$ cat config.mk
export PLATFORM = sky130hd
export DESIGN_NAME = mibr_ctrl
export DESIGN_NICKNAME = d
export VERILOG_FILES = /design/src/hw/rtl/mibr_pkg.sv /design/src/hw/rtl/mibr_ctrl.sv
export SDC_FILE = /design/constraint.sdc
export NUM_CORES = 1
export LEC_CHECK = 0
export BUFFER_PORTS_ARGS = -buffer_cell sky130_fd_sc_hd__buf_2
export CAP_MARGIN = 20
export CELL_PAD_IN_SITES_DETAIL_PLACEMENT = 0
export CELL_PAD_IN_SITES_GLOBAL_PLACEMENT = 2
export CORE_AREA = 2 2 39 41
export DETAILED_ROUTE_END_ITERATION = 12
export DIE_AREA = 0 0 41 43
export PLACE_DENSITY = 0.4
export SETUP_SLACK_MARGIN = 0.15
export SYNTH_ARGS = -nofsm -noshare
export SYNTH_HDL_FRONTEND = slang
export SYNTH_SLANG_ARGS = --single-unit
$ cat constraint.sdc
create_clock -name i_clk -period 1.3 [get_ports i_clk]
set_input_delay 0.13 -clock i_clk [delete_from_list [all_inputs] [get_ports i_clk]]
set_output_delay 0.13 -clock i_clk [all_outputs]
set_load 0.005 [all_outputs]
$ cat src/hw/rtl/mibr_pkg.sv
// Shared types and constants for the mesh index batch remapper.
package mibr_pkg;

    // Field widths
    localparam int unsigned VERT_W  = 16;
    localparam int unsigned LOCAL_W = 20;
    localparam int unsigned BATCH_W = 12;
    localparam int unsigned BSZ_W   = 21;
    localparam int unsigned CNT_W   = 32;
    localparam int unsigned CFG_W   = 32;

    // Part tag stored with each table entry; zero means cleared
    localparam int unsigned EPOCH_W = 12;

    localparam logic [BSZ_W-1:0]   BATCH_LIMIT   = 21'd1048576;
    localparam logic [BSZ_W-1:0]   BSZ_RESET     = 21'd500000;
    localparam logic [BATCH_W-1:0] BATCH_NUM_MAX = 12'd4095;

    // Register indexes
    localparam logic CFG_BATCH_SIZE  = 1'b0;
    localparam logic CFG_INDEX_COUNT = 1'b1;

    typedef enum logic [1:0] {
        ST_IDLE,
        ST_EXEC,
        ST_CLEAR
    } t_state;

    typedef struct packed {
        logic accept;    // take the input item and start the table read
        logic fire;      // complete the item into the output register
        logic clr_step;  // clear one table entry
    } t_cmd;

    typedef struct packed {
        logic out_free;  // output register can take an item this cycle
        logic wrap;      // the item being completed exhausts the part tags
        logic clr_done;  // clearing pass is at its last entry
    } t_status;

endpackage

$ cat src/hw/rtl/mibr_ctrl.sv
// Control state machine for the mesh index batch remapper.
module mibr_ctrl (
    input  logic              i_clk,
    input  logic              i_rst_n,
    input  logic              i_in_valid,
    input  mibr_pkg::t_status i_st,
    output logic              o_in_stall,
    output mibr_pkg::t_cmd    o_cmd
);
    import mibr_pkg::*;

    t_state r_state;
    t_state n_state;

    // State register; reset starts with a clearing pass
    always_ff @(posedge i_clk) begin
        if (!i_rst_n) begin
            r_state <= ST_CLEAR;
        end else begin
            r_state <= n_state;
        end
    end

    // Next state and commands
    always_comb begin
        n_state      = r_state;
        o_cmd        = '0;
        o_in_stall   = 1'b1;
        unique case (r_state)
            ST_IDLE: begin
                o_in_stall   = 1'b0;
                o_cmd.accept = i_in_valid;
                if (i_in_valid) begin
                    n_state = ST_EXEC;
                end
            end
            ST_EXEC: begin
                o_cmd.fire = i_st.out_free;
                if (i_st.out_free) begin
                    n_state = i_st.wrap ? ST_CLEAR : ST_IDLE;
                end
            end
            ST_CLEAR: begin
                o_cmd.clr_step = 1'b1;
                if (i_st.clr_done) begin
                    n_state = ST_IDLE;
                end
            end
            default: begin
                n_state = ST_IDLE;
            end
        endcase
    end

    // An accepted item is executed next
    a_accept_exec: assert property (@(posedge i_clk) disable iff (!i_rst_n)
        o_cmd.accept |=> r_state == ST_EXEC)
        else $error("accepted item not followed by execute");

    // Tag exhaustion forces a clearing pass
    a_wrap_clear: assert property (@(posedge i_clk) disable iff (!i_rst_n)
        (r_state == ST_EXEC && i_st.out_free && i_st.wrap) |=> r_state == ST_CLEAR)
        else $error("tag wrap without clearing pass");

    // Clearing pass ends at its last entry
    a_clear_end: assert property (@(posedge i_clk) disable iff (!i_rst_n)
        (r_state == ST_CLEAR && i_st.clr_done) |=> r_state == ST_IDLE)
        else $error("clearing pass overran");

endmodule

==> impl_metrics.env <==
export IMPL_core_region_area_um2=1380
export IMPL_syn_area_per_cell_um2=8.01
export IMPL_slowest_delay_ps=340
export IMPL_synth_area_leaders="dfxtp_1 (33%), nand2b_1 (21%), o221ai_2 (13%)"
export IMPL_synth_nets=21
export IMPL_cts_buffers=3
export IMPL_insertion_delay_ps=220
export IMPL_cts_buffer_depth=2
export IMPL_synth_top_area_share=0.333
export IMPL_tightest_slew_ps=146
export IMPL_clk_pin_slew_worst_paths_ps=30
export IMPL_fmax_mhz=907
export IMPL_yosysWarnings=0
export IMPL_grt_pass1_vias=134
export IMPL_ff_latch_area_um2=47.5
export IMPL_firstDrtPassIters=3
export IMPL_fin_crit_sh=0.848
export IMPL_ys_seq_elements=2
export IMPL_hold_class="primary input to flop"
export IMPL_start_util=0.0868
export IMPL_worstSetupEndpointType="primary output"
export IMPL_crit_chain="or2_4, nor2_2, buf_2"
export IMPL_gr_total_overflow=0
export IMPL_relSlewSlack=0.903
export IMPL_drt_iter0_markers=5
export IMPL_slew_violations=0
export IMPL_die_w_um=41
export IMPL_skew_ps=5.63
export IMPL_tritoncts="yes"
export IMPL_synthCells=15
export IMPL_hold_viol=0
export IMPL_worst_path_max_delay_cell="dfxtp_4"
export IMPL_viasPerCell=3.34
export IMPL_num_fill_cells=163
export IMPL_finalSetupViolations=0
export IMPL_rsz0062_at_grt="true"
export IMPL_startpoint_type="flop"
export IMPL_diodes=0
export IMPL_multi_input_area_um2=72.6
export IMPL_largest_register_ffs=2
export IMPL_arrival_ps=970
export IMPL_grt_pass1_wl_um=496
export IMPL_die_area_um2=1760
export IMPL_crit_buf_inv=1
export IMPL_period_needed_ps=1100
export IMPL_cp_required_ps=1170
export IMPL_syn_to_final_growth_pct=85.4
export IMPL_drcViolationCount=0
export IMPL_top_register="r_state"
export IMPL_wl_um=333
export IMPL_drtAntennaViolNets=0
export IMPL_path_max_fanout=5
export IMPL_clock_sinks=2
export IMPL_yosysSeqAreaShare=0.333
export IMPL_ir_worst_vdd_mv=0.253
export IMPL_tns_ps=0
export IMPL_status="finished, final reports clean"
export IMPL_worstSetupPathType="flop to primary output"
export IMPL_htreeDepth=1
export IMPL_gr_usage_all_layers=0.0521
export IMPL_ioPinCount=10
export IMPL_final_util=0.161
export IMPL_p_leak_nw=0.106
export IMPL_reg_top3="r_state (2)"
export IMPL_grt_start_max_net_pins=7
export IMPL_final_layout_size_suffix_gt1_frac=0.643
export IMPL_nets=36
export IMPL_synth_cell_type_count=10
export IMPL_wl_per_cell_um=7.57
export IMPL_cts_hold_buf=0
export IMPL_cp_top_family="flip-flops"
export IMPL_syn_cell_area_um2=120
export IMPL_place_area_um2=185
export IMPL_cap_violations=0
export IMPL_antenna_found_initial=0
export IMPL_rows=14
export IMPL_ctsRootBufferMaster="clkbuf_4"
export IMPL_die_h_um=43
export IMPL_p_per_area_nw_per_um2=1090
export IMPL_fin_area_um2=223
export IMPL_place_congestion=0.579
export IMPL_yosys_area_top_type="dfxtp_1"
export IMPL_vias=147
export IMPL_portBuffers=9
path summary, 6_finish.rpt:
| path | start | to | slack, ps | cells past startpoint |
|---|---|---|---|---|
| hold / removal | i_rst_n | r_state[1]$_SDFFE_PN1P_ | 90 | 2 |
| hold reg to reg | r_state[1]$_SDFFE_PN1P_ | r_state[1]$_SDFFE_PN1P_ | 480 | 1 |
| setup / recovery | r_state[0]$_SDFFE_PN0P_ | o_cmd[2] | 200 | 3 |
| setup reg to reg | r_state[0]$_SDFFE_PN0P_ | r_state[1]$_SDFFE_PN1P_ | 530 | 3 |
power breakdown:
| part | internal [mW] | switching [mW] | total [mW] |
|---|---|---|---|
| combinational | 0.0225 | 0.0155 | 0.0380 |
| clock | 0.102 | 0.0332 | 0.135 |
| sequential | 0.0644 | 0.00441 | 0.0688 |
logic make-up (layout without fill, tap and decap cells):
| kind of cell | count (synthesis) | in the layout | share of synthesized area |
|---|---|---|---|
| and+or+nand+nor | 9 | 9 | 0.437 |
| buffers and inverters | 2 | 15 | 0.0625 |
| DFF | 2 | 2 | 0.333 |
| AOI/OAI and AO/OA | 2 | 2 | 0.167 |
layer usage:
metal,global-route usage,up-vias,part of all wire
met2,0.0813,3,0.68
met5,0,-,0
li1,-,75,-
met1,0.0256,69,0.26
met3,0.0314,0,0.054
met4,0.0800,0,0
final cells by class:
type                       instances  share of cell area
tap                               16              0.0899
sequential                         2               0.213
inverter                           2              0.0337
timing repair buffer              10               0.236
clock buffer                       3               0.101
multi-input combinational         11               0.326
cells in the final DEF (no fill, tap or decap):
master    instances
buf_2             9
nand2b_1          4
clkbuf_4          3
inv_1             2
dfxtp_4           2
or2_4             1
nand2_1           1
nor2_1            1
nor2_2            1
a21oi_1           1
nand3_1           1
o221ai_2          1
buf_4             1
repair_timing:
item,in CTS,in global routing
resized for setup,0,4
setup endpoints to repair,0,1
hold endpoints to repair,0,0
setup buffers,0,1
synth_stat cells:
cell type  instances
nand2b_1           4
dfxtp_1            2
inv_1              2
a21oi_1            1
nand2_1            1
nand3_1            1
nor2_1             1
nor2_2             1
o221ai_2           1
or2_4              1
through the flow:
step	setup slack, ps	hold WS, ps	power (mW)	cells
detailed placement	403	326	0.109	40
floorplan	506	196	0.0891	15
global route	141	84.4	0.263	44
global placement	409	325	0.109	40
finish	197	94.7	0.242	44
CTS	160	89.6	0.249	43
(Power assumes the default switching activity.)
